### config.mk
export PLATFORM = sky130hd
export DESIGN_NAME = websocket_message_framer_top
export DESIGN_NICKNAME = d
export VERILOG_FILES = /design/src/wsf_pkg.sv /design/src/wsf_queue.sv /design/src/wsf_front.sv /design/src/wsf_back.sv /design/src/websocket_message_framer_top.sv
export SDC_FILE = /design/constraint.sdc
export NUM_CORES = 1
export LEC_CHECK = 0
export BUFFER_PORTS_ARGS = -buffer_cell sky130_fd_sc_hd__buf_4
export CAP_MARGIN = 20
export CORE_UTILIZATION = 60
export CTS_CLUSTER_DIAMETER = 200
export CTS_CLUSTER_SIZE = 20
export DETAILED_ROUTE_END_ITERATION = 8
export PLACE_DENSITY = 0.76
export SETUP_SLACK_MARGIN = 0.1
export SYNTH_ARGS = -nofsm -noshare
export SYNTH_HDL_FRONTEND = slang
export SYNTH_SLANG_ARGS = --single-unit
export TNS_END_PERCENT = 50
### constraint.sdc
create_clock -name clock -period 9 [get_ports clock]
set_input_delay 0.9 -clock clock [delete_from_list [all_inputs] [get_ports clock]]
set_output_delay 0.9 -clock clock [all_outputs]
set_load 0.05 [all_outputs]
### src/wsf_pkg.sv
package wsf_pkg;

   // Identifiers at or above this value are reserved and refused
   localparam logic [15:0] FIRST_RESERVED_ID = 16'hFF00;
   // Upper bound on an accepted body, on top of the programmable limit
   localparam int unsigned BODY_LIMIT = 65535;
   // Identifier travels as the first two payload bytes
   localparam logic [16:0] ID_BYTES = 17'd2;

   // Register reset values
   localparam logic        MASK_FRAMES_RESET    = 1'b1;
   localparam logic [16:0] FRAGMENT_BYTES_RESET = 17'd0;
   localparam logic [15:0] MAX_BODY_BYTES_RESET = 16'd65535;
   localparam logic [31:0] SEED_RESET           = 32'd2463534242;

   // Configuration register indexes
   localparam logic [1:0] CSR_MASK_FRAMES    = 2'd0;
   localparam logic [1:0] CSR_FRAGMENT_BYTES = 2'd1;
   localparam logic [1:0] CSR_MAX_BODY_BYTES = 2'd2;
   localparam logic [1:0] CSR_MASK_SEED      = 2'd3;

   // Input item kinds
   localparam logic CMD_START = 1'b0;
   localparam logic CMD_BODY  = 1'b1;

   // Frame header codes
   localparam logic [3:0] OP_CONTINUATION = 4'h0;
   localparam logic [3:0] OP_BINARY       = 4'h2;
   localparam logic [6:0] LEN_SHORT_LIMIT = 7'd126;
   localparam logic [6:0] LEN_CODE_16     = 7'd126;
   localparam logic [6:0] LEN_CODE_64     = 7'd127;

   // Longest header: two fixed bytes, eight length bytes, four key bytes
   localparam int unsigned HDR_BYTES     = 14;
   localparam int unsigned HDR_BITS      = 8 * HDR_BYTES;
   localparam int unsigned HDR_CNT_BITS  = $clog2(HDR_BYTES + 1);

   // Queue between front and back end (depth is a power of two)
   localparam int unsigned QUEUE_DEPTH     = 4;
   localparam int unsigned QUEUE_ADDR_BITS = $clog2(QUEUE_DEPTH);
   localparam int unsigned QUEUE_CNT_BITS  = $clog2(QUEUE_DEPTH + 1);

   typedef enum logic [1:0] {
      ENT_REJECT,
      ENT_START,
      ENT_BODY
   } ent_kind_type;

   // One classified item: start carries id and size, body carries its byte in word[7:0]
   typedef struct packed {
      ent_kind_type kind;
      logic [15:0]  word;
      logic [15:0]  size;
   } entry_type;

   typedef struct packed {
      logic        mask_frames;
      logic [16:0] fragment_bytes;
      logic [15:0] max_body_bytes;
   } cfg_type;

   typedef struct packed {
      logic        load;
      logic [31:0] value;
   } seed_type;

   typedef enum logic [1:0] {
      F_IDLE,
      F_MESSAGE,
      F_DROP
   } front_state_type;

   typedef enum logic {
      B_PAYLOAD,
      B_HEADER
   } back_state_type;

   // xorshift32 step: 13 left, 17 right, 5 left
   function automatic logic [31:0] next_key(input logic [31:0] x);
      logic [31:0] y;
      y = x ^ (x << 13);
      y = y ^ (y >> 17);
      y = y ^ (y << 5);
      return y;
   endfunction

endpackage

### src/wsf_queue.sv
module wsf_queue (
   input  logic               clock,
   input  logic               reset,
   input  logic               push_valid,
   input  wsf_pkg::entry_type push_entry,
   output logic               push_ready,
   output logic               pop_valid,
   output wsf_pkg::entry_type pop_entry,
   input  logic               pop_ready
);
   import wsf_pkg::*;

   entry_type                  mem_ff [QUEUE_DEPTH];
   logic [QUEUE_ADDR_BITS-1:0] wr_ptr_ff, wr_ptr_in;
   logic [QUEUE_ADDR_BITS-1:0] rd_ptr_ff, rd_ptr_in;
   logic [QUEUE_CNT_BITS-1:0]  count_ff, count_in;
   logic                       do_push, do_pop;

   assign push_ready = (count_ff != QUEUE_CNT_BITS'(QUEUE_DEPTH));
   assign pop_valid  = (count_ff != '0);
   assign pop_entry  = mem_ff[rd_ptr_ff];

   assign do_push = push_valid && push_ready;
   assign do_pop  = pop_valid && pop_ready;

   // Advance pointers and occupancy
   always_comb begin
      wr_ptr_in = do_push ? wr_ptr_ff + 1'b1 : wr_ptr_ff;
      rd_ptr_in = do_pop ? rd_ptr_ff + 1'b1 : rd_ptr_ff;
      count_in  = count_ff;
      if (do_push && !do_pop) begin
         count_in = count_ff + 1'b1;
      end else if (do_pop && !do_push) begin
         count_in = count_ff - 1'b1;
      end
   end

   always_ff @(posedge clock) begin
      if (reset) begin
         wr_ptr_ff <= '0;
         rd_ptr_ff <= '0;
         count_ff  <= '0;
      end else begin
         wr_ptr_ff <= wr_ptr_in;
         rd_ptr_ff <= rd_ptr_in;
         count_ff  <= count_in;
      end
   end

   // Store the entry
   always_ff @(posedge clock) begin
      if (do_push) begin
         mem_ff[wr_ptr_ff] <= push_entry;
      end
   end

endmodule

### src/wsf_front.sv
module wsf_front (
   input  logic               clock,
   input  logic               reset,
   input  logic               req_tvalid,
   output logic               req_tready,
   input  logic               command,
   input  logic [15:0]        message_id,
   input  logic [15:0]        body_size,
   input  logic [7:0]         data_byte,
   input  logic [15:0]        max_body_bytes,
   output logic               push_valid,
   output wsf_pkg::entry_type push_entry,
   input  logic               push_ready
);
   import wsf_pkg::*;

   front_state_type state_ff, state_in;
   logic [15:0]     count_ff, count_in;
   logic            accept;
   logic            refuse;

   assign req_tready = push_ready;
   assign accept     = req_tvalid && push_ready;

   assign refuse = (message_id >= FIRST_RESERVED_ID) || (body_size > max_body_bytes) ||
                   (32'(body_size) > BODY_LIMIT);

   // Classify each transfer and track the body bytes still owed
   always_comb begin
      state_in   = state_ff;
      count_in   = count_ff;
      push_valid = 1'b0;
      push_entry = '{kind: ENT_BODY, word: {8'h00, data_byte}, size: body_size};
      if (accept) begin
         if (command == CMD_START) begin
            push_valid      = 1'b1;
            push_entry.kind = refuse ? ENT_REJECT : ENT_START;
            push_entry.word = message_id;
            count_in        = body_size;
            if (body_size == '0) begin
               state_in = F_IDLE;
            end else begin
               state_in = refuse ? F_DROP : F_MESSAGE;
            end
         end else begin
            case (state_ff)
               F_MESSAGE: begin
                  push_valid = 1'b1;
                  count_in   = count_ff - 1'b1;
                  if (count_ff == 16'd1) begin
                     state_in = F_IDLE;
                  end
               end
               F_DROP: begin
                  count_in = count_ff - 1'b1;
                  if (count_ff == 16'd1) begin
                     state_in = F_IDLE;
                  end
               end
               default: begin
                  // stray body byte: drop
               end
            endcase
         end
      end
   end

   always_ff @(posedge clock) begin
      if (reset) begin
         state_ff <= F_IDLE;
         count_ff <= '0;
      end else begin
         state_ff <= state_in;
         count_ff <= count_in;
      end
   end

endmodule

### src/wsf_back.sv
module wsf_back (
   input  logic               clock,
   input  logic               reset,
   input  wsf_pkg::cfg_type   cfg,
   input  wsf_pkg::seed_type  seed,
   input  logic               pop_valid,
   input  wsf_pkg::entry_type pop_entry,
   output logic               pop_ready,
   output logic               rsp_tvalid,
   input  logic               rsp_tready,
   output logic [7:0]         rsp_tdata,
   output logic [1:0]         rsp_tuser,
   output logic               rsp_tlast
);
   import wsf_pkg::*;

   back_state_type            state_ff, state_in;
   logic [16:0]               total_ff, total_in;
   logic [16:0]               pos_ff, pos_in;
   logic [16:0]               rem_ff, rem_in;
   logic [1:0]                off_ff, off_in;
   logic [31:0]               key_ff, key_in;
   logic [31:0]               gen_ff, gen_in;
   logic [HDR_BITS-1:0]       hdr_ff, hdr_in;
   logic [HDR_CNT_BITS-1:0]   hdr_cnt_ff, hdr_cnt_in;
   logic                      first_ff, first_in;
   logic                      init_ff, init_in;
   logic                      sub_ff, sub_in;

   logic                      out_valid_ff, out_valid_in;
   logic [7:0]                out_byte_ff, out_byte_in;
   logic                      out_fs_ff, out_fs_in;
   logic                      out_last_ff, out_last_in;
   logic                      out_rej_ff, out_rej_in;

   logic                      out_free;
   logic                      fresh;
   logic [16:0]               eff_total, eff_pos, eff_rem;
   logic [16:0]               left, fsize;
   logic                      fin, mbit;
   logic [3:0]                opcode;
   logic [31:0]               new_key;
   logic [7:0]                b0;
   logic [HDR_BITS-1:0]       tmpl;
   logic [HDR_CNT_BITS-1:0]   tmpl_len;
   logic [7:0]                pay_byte, mask_byte;
   logic                      pay_last;

   assign out_free = !out_valid_ff || rsp_tready;

   // A start entry not yet opened restarts the message counters
   assign fresh     = pop_valid && (pop_entry.kind == ENT_START) && !init_ff;
   assign eff_total = fresh ? (17'(pop_entry.size) + ID_BYTES) : total_ff;
   assign eff_pos   = fresh ? '0 : pos_ff;
   assign eff_rem   = fresh ? '0 : rem_ff;

   // Size the next frame and build its header
   always_comb begin
      left    = eff_total - eff_pos;
      fsize   = (cfg.fragment_bytes == '0 || cfg.fragment_bytes > left) ? left
                : cfg.fragment_bytes;
      fin     = (fsize == left);
      opcode  = (eff_pos == '0) ? OP_BINARY : OP_CONTINUATION;
      mbit    = cfg.mask_frames;
      new_key = mbit ? next_key(gen_ff) : '0;
      b0      = {fin, 3'b000, opcode};
      if (fsize < 17'(LEN_SHORT_LIMIT)) begin
         tmpl     = {b0, mbit, fsize[6:0], new_key, 64'h0};
         tmpl_len = HDR_CNT_BITS'(2);
      end else if (!fsize[16]) begin
         tmpl     = {b0, mbit, LEN_CODE_16, fsize[15:0], new_key, 48'h0};
         tmpl_len = HDR_CNT_BITS'(4);
      end else begin
         tmpl     = {b0, mbit, LEN_CODE_64, 40'h0, 7'h00, fsize[16:0], new_key};
         tmpl_len = HDR_CNT_BITS'(10);
      end
      if (mbit) begin
         tmpl_len = tmpl_len + HDR_CNT_BITS'(4);
      end
   end

   // Pick the payload byte and its mask byte
   always_comb begin
      if (pop_entry.kind == ENT_START && sub_ff) begin
         pay_byte = pop_entry.word[15:8];
      end else begin
         pay_byte = pop_entry.word[7:0];
      end
      case (off_ff)
         2'd0:    mask_byte = key_ff[31:24];
         2'd1:    mask_byte = key_ff[23:16];
         2'd2:    mask_byte = key_ff[15:8];
         default: mask_byte = key_ff[7:0];
      endcase
      pay_last = ((pos_ff + 17'd1) == total_ff);
   end

   // Sequence headers and payload into the output register
   always_comb begin
      state_in     = state_ff;
      total_in     = total_ff;
      pos_in       = pos_ff;
      rem_in       = rem_ff;
      off_in       = off_ff;
      key_in       = key_ff;
      gen_in       = gen_ff;
      hdr_in       = hdr_ff;
      hdr_cnt_in   = hdr_cnt_ff;
      first_in     = first_ff;
      init_in      = init_ff;
      sub_in       = sub_ff;
      pop_ready    = 1'b0;
      out_valid_in = out_valid_ff && !rsp_tready;
      out_byte_in  = out_byte_ff;
      out_fs_in    = out_fs_ff;
      out_last_in  = out_last_ff;
      out_rej_in   = out_rej_ff;

      case (state_ff)
         B_PAYLOAD: begin
            if (pop_valid && out_free) begin
               if (pop_entry.kind == ENT_REJECT) begin
                  pop_ready    = 1'b1;
                  out_valid_in = 1'b1;
                  out_byte_in  = 8'h00;
                  out_fs_in    = 1'b0;
                  out_last_in  = 1'b1;
                  out_rej_in   = 1'b1;
               end else if (eff_rem == '0) begin
                  // open a frame: latch header, key and frame length
                  total_in   = eff_total;
                  pos_in     = eff_pos;
                  rem_in     = fsize;
                  off_in     = '0;
                  key_in     = new_key;
                  gen_in     = mbit ? new_key : gen_ff;
                  hdr_in     = tmpl;
                  hdr_cnt_in = tmpl_len;
                  first_in   = 1'b1;
                  init_in    = 1'b1;
                  state_in   = B_HEADER;
               end else begin
                  out_valid_in = 1'b1;
                  out_byte_in  = pay_byte ^ mask_byte;
                  out_fs_in    = 1'b0;
                  out_last_in  = pay_last;
                  out_rej_in   = 1'b0;
                  pos_in       = pos_ff + 17'd1;
                  rem_in       = rem_ff - 17'd1;
                  off_in       = off_ff + 2'd1;
                  if (pop_entry.kind == ENT_START && !sub_ff) begin
                     sub_in = 1'b1;
                  end else begin
                     pop_ready = 1'b1;
                     sub_in    = 1'b0;
                     init_in   = 1'b0;
                  end
               end
            end
         end
         B_HEADER: begin
            if (out_free) begin
               out_valid_in = 1'b1;
               out_byte_in  = hdr_ff[HDR_BITS-1 -: 8];
               out_fs_in    = first_ff;
               out_last_in  = 1'b0;
               out_rej_in   = 1'b0;
               first_in     = 1'b0;
               hdr_in       = hdr_ff << 8;
               hdr_cnt_in   = hdr_cnt_ff - 1'b1;
               if (hdr_cnt_ff == HDR_CNT_BITS'(1)) begin
                  state_in = B_PAYLOAD;
               end
            end
         end
         default: begin
            state_in = B_PAYLOAD;
         end
      endcase

      // Seed writes load the generator directly
      if (seed.load) begin
         gen_in = seed.value;
      end
   end

   always_ff @(posedge clock) begin
      if (reset) begin
         state_ff     <= B_PAYLOAD;
         total_ff     <= '0;
         pos_ff       <= '0;
         rem_ff       <= '0;
         off_ff       <= '0;
         key_ff       <= '0;
         gen_ff       <= SEED_RESET;
         hdr_cnt_ff   <= '0;
         first_ff     <= 1'b0;
         init_ff      <= 1'b0;
         sub_ff       <= 1'b0;
         out_valid_ff <= 1'b0;
      end else begin
         state_ff     <= state_in;
         total_ff     <= total_in;
         pos_ff       <= pos_in;
         rem_ff       <= rem_in;
         off_ff       <= off_in;
         key_ff       <= key_in;
         gen_ff       <= gen_in;
         hdr_cnt_ff   <= hdr_cnt_in;
         first_ff     <= first_in;
         init_ff      <= init_in;
         sub_ff       <= sub_in;
         out_valid_ff <= out_valid_in;
      end
   end

   // Payload registers
   always_ff @(posedge clock) begin
      hdr_ff      <= hdr_in;
      out_byte_ff <= out_byte_in;
      out_fs_ff   <= out_fs_in;
      out_last_ff <= out_last_in;
      out_rej_ff  <= out_rej_in;
   end

   assign rsp_tvalid = out_valid_ff;
   assign rsp_tdata  = out_byte_ff;
   assign rsp_tuser  = {out_rej_ff, out_fs_ff};
   assign rsp_tlast  = out_last_ff;

endmodule

### src/websocket_message_framer_top.sv
// Binary-frame encoder for the sending side of a WebSocket link.
// req channel: one transfer per item. tuser is the command (0 start, 1 body byte);
// a start carries message_id and body_size, and body bytes follow one per transfer.
// rsp channel: one transfer per frame-stream byte; tuser[0] marks the first header
// byte of a frame, tuser[1] a refused start, tlast the final byte of the message.
// csr channel: register writes by index (0 mask_frames, 1 fragment_bytes,
// 2 max_body_bytes, 3 mask_seed); always ready, write only while the block is idle.
// Throughput: one output byte per cycle from the back end while rsp is ready and the
// queue holds entries, except while a frame is opened: its header is built first, then
// its header bytes (2 to 14) are sent. A start item yields at least two payload bytes.
// A mid-frame body byte reaches rsp through the queue and the output register; the
// first header byte of a new frame passes the queue, the header build and that register.
// A four-entry queue between front end and back end lets req keep flowing while
// headers are sent; req_tready drops only when that queue is full.
// When rsp stalls the output register holds its byte, the back end waits and the
// queue fills, after which req is back-pressured. Nothing is lost.
// Reset (synchronous, active high) empties the queue, clears all message state and
// restores the register reset values, with the mask generator at its seed.
module websocket_message_framer_top (
   input  logic        clock,
   input  logic        reset,
   input  logic        req_tvalid,
   output logic        req_tready,
   input  logic [39:0] req_tdata,   // message_id[15:0], body_size[31:16], data_byte[39:32]
   input  logic        req_tuser,   // command[0]
   output logic        rsp_tvalid,
   input  logic        rsp_tready,
   output logic [7:0]  rsp_tdata,   // out_byte[7:0]
   output logic [1:0]  rsp_tuser,   // frame_start[0], rejected[1]
   output logic        rsp_tlast,
   input  logic        csr_valid,
   output logic        csr_ready,
   input  logic [1:0]  csr_index,
   input  logic [31:0] csr_data
);
   import wsf_pkg::*;

   cfg_type   cfg_ff, cfg_in;
   seed_type  seed;
   logic      csr_write;
   logic      push_valid, push_ready;
   entry_type push_entry;
   logic      pop_valid, pop_ready;
   entry_type pop_entry;

   assign csr_ready = 1'b1;
   assign csr_write = csr_valid && csr_ready;

   // Update configuration registers on a csr transfer
   always_comb begin
      cfg_in = cfg_ff;
      if (csr_write) begin
         case (csr_index)
            CSR_MASK_FRAMES:    cfg_in.mask_frames    = csr_data[0];
            CSR_FRAGMENT_BYTES: cfg_in.fragment_bytes = csr_data[16:0];
            CSR_MAX_BODY_BYTES: cfg_in.max_body_bytes = csr_data[15:0];
            default:            cfg_in = cfg_ff;
         endcase
      end
   end

   assign seed.load  = csr_write && (csr_index == CSR_MASK_SEED);
   assign seed.value = csr_data;

   always_ff @(posedge clock) begin
      if (reset) begin
         cfg_ff.mask_frames    <= MASK_FRAMES_RESET;
         cfg_ff.fragment_bytes <= FRAGMENT_BYTES_RESET;
         cfg_ff.max_body_bytes <= MAX_BODY_BYTES_RESET;
      end else begin
         cfg_ff <= cfg_in;
      end
   end

   wsf_front u_front (
      .clock          (clock),
      .reset          (reset),
      .req_tvalid     (req_tvalid),
      .req_tready     (req_tready),
      .command        (req_tuser),
      .message_id     (req_tdata[15:0]),
      .body_size      (req_tdata[31:16]),
      .data_byte      (req_tdata[39:32]),
      .max_body_bytes (cfg_ff.max_body_bytes),
      .push_valid     (push_valid),
      .push_entry     (push_entry),
      .push_ready     (push_ready)
   );

   wsf_queue u_queue (
      .clock      (clock),
      .reset      (reset),
      .push_valid (push_valid),
      .push_entry (push_entry),
      .push_ready (push_ready),
      .pop_valid  (pop_valid),
      .pop_entry  (pop_entry),
      .pop_ready  (pop_ready)
   );

   wsf_back u_back (
      .clock      (clock),
      .reset      (reset),
      .cfg        (cfg_ff),
      .seed       (seed),
      .pop_valid  (pop_valid),
      .pop_entry  (pop_entry),
      .pop_ready  (pop_ready),
      .rsp_tvalid (rsp_tvalid),
      .rsp_tready (rsp_tready),
      .rsp_tdata  (rsp_tdata),
      .rsp_tuser  (rsp_tuser),
      .rsp_tlast  (rsp_tlast)
   );

endmodule
==> results of run 1 <==
-- cell families after synthesis --
family                   count (synthesis)  synth area share (%)
multiplexers                            80                  5.34
AND/OR/NAND/NOR                        799                  15.6
AO/OA/AOI/OAI                          547                  16.5
adder cells (fa/ha/maj)                 63                  3.45
buffers and inverters                  235                  4.14
flip-flops                             446                  49.5
other                                    1                0.0161
XOR/XNOR                               143                  5.54
-- cells in the mapped netlist, drive strengths merged (11+ instances only) --
master / count
a2111o: 15
a211oi: 48
a21o: 16
a21oi: 156
a22o: 18
a31oi: 16
a32o: 19
a32oi: 18
and2: 27
and3: 19
buf: 34
clkbuf: 124
dfxtp: 187
edfxtp: 259
ha: 61
inv: 76
mux2: 11
mux2i: 35
mux4: 34
nand2: 298
nand3: 32
nand4: 21
nor2: 243
nor3: 63
nor4: 24
o211ai: 22
o21a: 13
o21ai: 88
o31ai: 46
xnor2: 87
xor2: 55
-- final cells by class --
cell class	instances	area [µm²]	share of cell area, %
flip-flops and latches	446	11500	45.9
multi-input cells	1634	10900	43.3
repair buffers	129	1000	4.00
clock buffers	46	726	2.89
well taps	511	639	2.55
inverters	77	292	1.16
clock inverters	2	32.5	0.130
-- power by group through the flow --
stage	combinational, mW	clock [mW]	sequential (mW)
2_1_floorplan	3.89	0	3.30
3_3_place_gp	5.33	0	3.31
3_5_place_dp	5.46	0	3.32
4_1_cts	5.48	1.25	3.28
5_1_grt	6.07	1.31	3.34
6_report	5.65	1.24	3.29
-- critical path: cells and delay by family, from the launching register on --
family	cells	cell delay, ns
simple gates	5	1.55
compound gates	12	2.53
buf+inv	4	0.73
mux	3	1.53
xor+xnor	1	0.18
fa+ha+maj	3	0.99
flops	1	0.35
-- flip-flops by register name, summed over array words and instances (netlist names), 2 cells and up, named ones only --
name               cells
cfg_ff                34
u_back.gen_ff         32
u_back.hdr_cnt_ff      4
u_back.hdr_ff        112
u_back.key_ff         32
u_back.off_ff          2
u_back.pos_ff         17
u_back.rem_ff         17
u_back.rsp_tdata       8
u_back.total_ff       17
u_front.count_ff      16
u_front.state_ff       2
u_queue.count_ff       3
u_queue.mem_ff       136
u_queue.rd_ptr_ff      2
u_queue.wr_ptr_ff      2
-- path summary, 6_finish.rpt --
| kind | startpoint | to | slack (ns) | depth (start not counted) |
|---|---|---|---|---|
| worst min-delay path | u_back.sub_ff | u_back.sub_ff | 0.48 | 2 |
| worst max register to register | register | u_back.hdr_ff[93] | 0.89 | 28 |
| worst max-delay path | register | u_back.hdr_ff[93] | 0.89 | 28 |
| worst min register to register | u_back.sub_ff | u_back.sub_ff | 0.48 | 2 |
-- layer usage --
| metal | part of all wire, % | up-vias | track usage [%] |
|---|---|---|---|
| li1 | - | 8450 | - |
| met1 | 42 | 8988 | 46.2 |
| met2 | 46 | 841 | 50.2 |
| met3 | 8.9 | 116 | 4.97 |
| met4 | 3.1 | 0 | 9.57 |
| met5 | 0 | - | 0 |
-- metrics by stage --
step | util (%) | instances | area, µm²
final | 66.1 | 2845 | 25100
after global routing | 66.1 | 2845 | 25100
after CTS | 65.9 | 2841 | 25000
after detailed placement | 63.9 | 2793 | 24200
after global placement | 63.9 | 2793 | 24200
after floorplan | - | 2314 | 23300
==> impl_results.md, run 1 <==
- First-pass iteration count of the detailed router: 5
- Final critical-path share of the clock period: between 90% and 100%
- Clk_skew: 0.0228 ns
- Clk root buf: clkbuf_16
- Final Setup Violations: 0
- Cell variety after synth: about 90
- Main synth FF type: edfxtp_1
- CP arrival: approximately 8.5 ns
- Pre-CTS setup slack: between 0.7 and 0.8 ns
- Fin nets: ~2500
- Least-Margin Pin Slew: approximately 1.1 ns
- Post-Syn Instances: approximately 2300
- CTS sink count: approximately 450
- Yosys top cell by area: edfxtp_1
- Clock buffer count from CTS: 26
- Sw Ratio: 46.3%
- Slowest cell delay on critical path: roughly 0.84 ns
- Clock power frac: about an eighth
- CP max FO: 40
- Post-route setup slack: approximately 0.89 ns
- Commonest non-fill, non-tap cell in the layout: nand2_1
- Antenna Cells: 0
- Largest net degree at the start of global routing: between 90 and 100
- Top post-synthesis cells by area: edfxtp_1 (33%), dfxtp_1 (16%), nand2_1 (4.8%), nor2_1 (3.9%), a21oi_1 (3.3%)
- HPWL Detailed: between 40 and 50 mm
- Cell Area, Synth: approximately 0.023 mm²
- CP required: about 9.3 ns
- Skew-Pair Late Insertion Delay: around 0.59 ns
- Worst-path clk slew: about 0.10 ns
- Synth warn: 0
- All-Layer GR Usage: between 30% and 40%
- Core Region: 0.0379 mm²
- Vias: 18400
- Most used cell, CP: a21oi_1
- DRT iter0 DRCs: approximately 1900
- Sequential area share after synthesis: approximately half
- Synthesized area per cell: around 10 µm²
- Hold Slack: 0.483 ns
- CTS tree: built
- Int Power: 5.46 mW
- Critical path endpoint category: register
- Final min period: between 8 and 9 ns
- Chip height: slightly below 200 µm
- Synth-to-layout area growth: 7.76%
- Ports: 94
- H-tree depth: 1
- Port-buffer cells: between 90 and 100
- Seq pwr share: between 30 and 40%
- Wirelength per Cell: ~23 µm
- Synth top area share: between 30% and 40%
- Comb pwr share: between 50 and 60%
- GRT overflow: 0
- Initial core utilization: between 60% and 70%
- CP max stage cell: mux2_2
- Gates resized, CTS repair: 0
- Residual DRC: 0
- Final WL: 64.1 mm
- Rows: just over 70
- Crit Path Class: reg2reg
- Final hold violation count: 0
- Status: completed
- Number of maximum-capacitance violations: 0
- Net Count, Synth: between 2000 and 2500
- CP Launch Type: register
- Die ar.: roughly 0.040 mm²
- Slew Viols, Final: 0
- Power Density: roughly 410 mW/mm²
- CTS Buffer Depth: 3
- Hold buffers post-CTS: 0
- Final ANT Viol Nets: 0
- Post-CTS Setup Bufs: 0
- Relative slew margins: between 20% and 30%
- Share of cells above drive strength 1: a little over a tenth
- Seq cells post-synth: 446
- Hold WC Path Type: reg2reg
- Leakage: approximately 9.2 nW
- Pwr Total: between 10 and 15 mW
- Switching power: between 4 and 5 mW
- Initial antenna violation count: 1
- Via density: approximately 6.5
- First-pass GRT wire length: 97.4 mm
- Setup TNS: 0 ns
- Max VDD drop: between 0.2 and 0.3 mV
- Die X: about 200 µm
- Post-synth EDFFs: 259
- RD Place Congestion: roughly 0.94
- Vias in the first global route: between 15000 and 20000
- Post-synth ARST share: 0%
- RSZ-0062 raised after global routing: no
- Commonest non-fill, non-tap cells in the layout: nand2_1 (296), edfxtp_1 (259), nor2_1 (240), dfxtp_1 (185), a21oi_1 (153)
- Fillers: between 2000 and 3000
- Peak Freq: about 120 MHz
Note: power is estimated with default switching activity, not from simulation.
==> inputs of run 2 (changes only) <==
--- a/config.mk
+++ b/config.mk
@@ -5,6 +5,7 @@
 export SDC_FILE = /design/constraint.sdc
 export NUM_CORES = 1
 export LEC_CHECK = 0
+export ABC_AREA = 1
 export BUFFER_PORTS_ARGS = -buffer_cell sky130_fd_sc_hd__buf_4
 export CAP_MARGIN = 20
 export CORE_UTILIZATION = 60
==> run 2 against run 1 <==
- flip-flop and latch count unchanged
- global-route usage grew 2.7 points
- utilization shrank 0.93 points
- final area rose by 0.69%
- critical path depth grew 13
- wire length rose by 11%
- setup slack improved by 0.35 ns
- register-to-register slack improved by 0.35 ns
- synthesized area increased by 1.5%
- die area grew 1.4%
- hold slack lost 0.026 ns
- largest cell class unchanged
- highest routed layer unchanged
==> impl_results.md, run 2 <==
- Status: completed
- Vias in the first global route: 19100 (+12%)
- Ports: 94 (unchanged)
- Crit Path Class: reg2reg
- Rows: 72 (+1.4%)
- R2r worst-path depth: 41 (+46%)
- Slowest cell delay on critical path: 0.68 ns (-0.16 ns)
- Post-CTS Setup Bufs: 0 (unchanged)
- Slew Viols, Final: 0 (unchanged)
- CP max FO: 70 (+75%)
- First-pass GRT wire length: 109 mm (+12%)
- Yosys top cell by area: edfxtp_1
- Hold Slack: 0.458 ns (-0.0256 ns)
- CP required: 9.44 ns (+0.10 ns)
- Initial antenna violation count: 2 (+1)
- Synth top area share: 32.9% (-0.48 points)
- Top post-synthesis cells by area: edfxtp_1 (33%), dfxtp_1 (16%), nand2_1 (11%), o21ai_0 (5.6%), inv_1 (5.0%)
- Vias: 20600 (+12%)
- All-Layer GR Usage: 34.9% (+2.7 points)
- CP max stage cell: nand2_1
- Initial core utilization: 61.0% (-0.40 points)
- Largest family of logic cells by synthesized area: simple AND/OR/NAND/NOR gates
- Share of cells above drive strength 1: 6.77% (-3.9 points)
- # placed instances: 3425 (+23%)
- DRT iter0 DRCs: 2603 (+35%)
- Relative slew margins: 20.9% (-7.5 points)
- Number of maximum-capacitance violations: 0 (unchanged)
- Worst hold start: u_back.key_ff[16]
- Synthesized area per cell: 8.05 µm² (-20%)
- First-pass iteration count of the detailed router: 6 (+1)
- Seq cells post-synth: 446 (unchanged)
- Most used cell, CP: nand2_1
- Biggest register: u_queue.mem_ff
- Final cell count without fillers: 3472 (+22%)
- Wirelength per Cell: 20.4 µm (-9.4%)
- Post-Syn Instances: 2935 (+27%)
- Hold path cells: 2 (unchanged)
- Synth cell count leaders: nand2_1 (673), inv_1 (313), nor2_1 (306)
- Port-buffer cells: 92 (unchanged)
- Hold WC Path Type: reg2reg
- HPWL Detailed: 50.3 mm (+13%)
- Worst-path clk slew: 0.09 ns (about the same)
- Crit path max-delay family: simple AND/OR/NAND/NOR gates
- Antenna Cells: 0 (unchanged)
- CTS Buffer Depth: 3 (unchanged)
- GRT overflow: 0 (unchanged)
- Final ANT Viol Nets: 0 (unchanged)
- Main synth FF type: edfxtp_1
- Post-synthesis mux area share: 0.0424% (-5.3 points)
- Die X: 200 µm (+0.72%)
- Final critical-path share of the clock period: 86.2% (-3.9 points)
- Net Count, Synth: 3078 (+25%)
- Post-synth EDFFs: 259 (unchanged)
- Simple-Gate Fraction of Synth Area: 22.0% (+6.4 points)
- Sequential area share after synthesis: 48.8% (-0.71 points)
- Chip height: 200 µm (+0.72%)
- Final WL: 70.8 mm (+11%)
- Residual DRC: 0 (unchanged)
- Commonest non-fill, non-tap cell in the layout: nand2_1
- FF-to-FF setup slack: 1.24 ns (+0.35 ns)
- Regs by FF count: u_queue.mem_ff (136), u_back.hdr_ff (112), cfg_ff (34)
- Via density: 5.94 (-8.2%)
- Largest net degree at the start of global routing: 101 (+7.4%)
- Skew-Pair Late Insertion Delay: 0.59 ns (about the same)
- Final hold violation count: 0 (unchanged)
- Die ar.: 0.0402 mm² (+1.4%)
- Setup TNS: 0 ns (unchanged)
- Final Setup Violations: 0 (unchanged)
- Count leader, synth: nand2_1
- CP Launch Type: register
- Post-Synth Adder-Cell Area: 3.40% (-0.050 points)
- Core Region: 0.0387 mm² (+2.1%)
- Fin nets: 3078 (+25%)
- Post-synthesis xor/xnor area fraction: 3.04% (-2.5 points)
- CP arrival: 8.21 ns (-0.25 ns)
- Gates resized, CTS repair: 0 (unchanged)
- CTS sink count: 446 (unchanged)
- Peak Freq: 129 MHz (+4.5%)
- Critical path endpoint category: register
- Reg2reg end: u_back.hdr_ff[96]
- Synth Area in Compound Gates: 14.9% (-1.6 points)
- Synth warn: 0 (unchanged)
- Least-Margin Pin Slew: 1.18 ns (+0.117 ns)
- Hold buffers post-CTS: 0 (unchanged)
- Clock buffer count from CTS: 26 (unchanged)
- Post-synth ARST share: 0% (unchanged)
- Cell Area, Synth: 0.0236 mm² (+1.5%)
- RSZ-0062 raised after global routing: no
- Final min period: 7.76 ns (-0.353 ns)
- Clk_skew: 0.0289 ns (+0.00605 ns)
- Commonest non-fill, non-tap cells in the layout: nand2_1 (673), inv_1 (309), nor2_1 (300), o21ai_0 (263), edfxtp_1 (259)
- Fillers: 3330 (+13%)
- Synth-to-layout area growth: 6.94%
- CTS tree: built
- Max FFs per register: 136 (unchanged)
- RD Place Congestion: 0.950 (+1.0%)
- H-tree depth: 1 (unchanged)
- Cell variety after synth: 59 (-35%)
- WP buf/inv: 6 (+2)
- Hold EP: u_back.key_ff[16]
- Clk root buf: clkbuf_16
-- run 2: layout make-up --
type | count | area, µm² | area share [%]
Clock buffer | 46 | 747 | 2.96
Clock inverter | 1 | 16.3 | 0.0644
Inverter | 325 | 1230 | 4.86
Multi-Input combinational cell | 2025 | 10300 | 40.6
Sequential cell | 446 | 11500 | 45.6
Tap cell | 518 | 648 | 2.57
Timing Repair Buffer | 111 | 833 | 3.30
-- run 2: cells by family (layout without fill, tap and decap cells) --
| logic type | Yosys count | count (layout) |
|---|---|---|
| multiplexers | 1 | 1 |
| XOR/XNOR | 81 | 81 |
| AND/OR/NAND/NOR | 1255 | 1255 |
| flip-flops | 446 | 446 |
| AO/OA/AOI/OAI | 624 | 624 |
| other | 1 | 1 |
| adder cells (fa/ha/maj) | 63 | 63 |
| buffers and inverters | 464 | 483 |
-- run 2: worst max path at each step --
stage / from / to / slack [ns] / depth (start not counted)
after floorplan: register / u_back.hdr_ff[85] / 2.89 / 51
after global placement: register / u_back.hdr_ff[96] / 1.59 / 41
after detailed placement: register / u_back.hdr_ff[96] / 1.36 / 41
after CTS: register / u_back.hdr_ff[96] / 1.31 / 41
after global routing: register / u_back.hdr_ff[96] / 0.36 / 41
final: register / u_back.hdr_ff[96] / 1.24 / 41
-- run 2: metrics by stage --
step                setup WS (ns)  utilization (%)  cell area [µm²]
CTS                          1.31             65.2            25300
global route                0.365             65.2            25300
floorplan                    2.89                -            23600
global placement             1.59             63.2            24500
detailed placement           1.36             63.2            24500
finish                       1.24             65.2            25300
-- run 2: worst reg2reg max path: cells and delay by family, from the launching register on --
family,cells,cell delay (ns)
AND/OR/NAND/NOR,23,3.63
AO/OA/AOI/OAI,8,1.49
buffers and inverters,6,1.29
adder cells (fa/ha/maj),3,0.72
flip-flops,1,0.38
XOR/XNOR,1,0.13
-- run 2: per-layer routing --
| layer | vias to the layer above | GRT usage, % | wire [µm] |
|---|---|---|---|
| met5 | - | 0 | 0 |
| met4 | 0 | 9.95 | 2030 |
| met3 | 135 | 5.29 | 7470 |
| met2 | 1011 | 54.0 | 31400 |
| met1 | 9664 | 50.8 | 29900 |
| li1 | 9799 | - | - |
Power of run 2 is not shown: default switching activity piles up to over one toggle a cycle in this logic, so the estimate is an artifact.
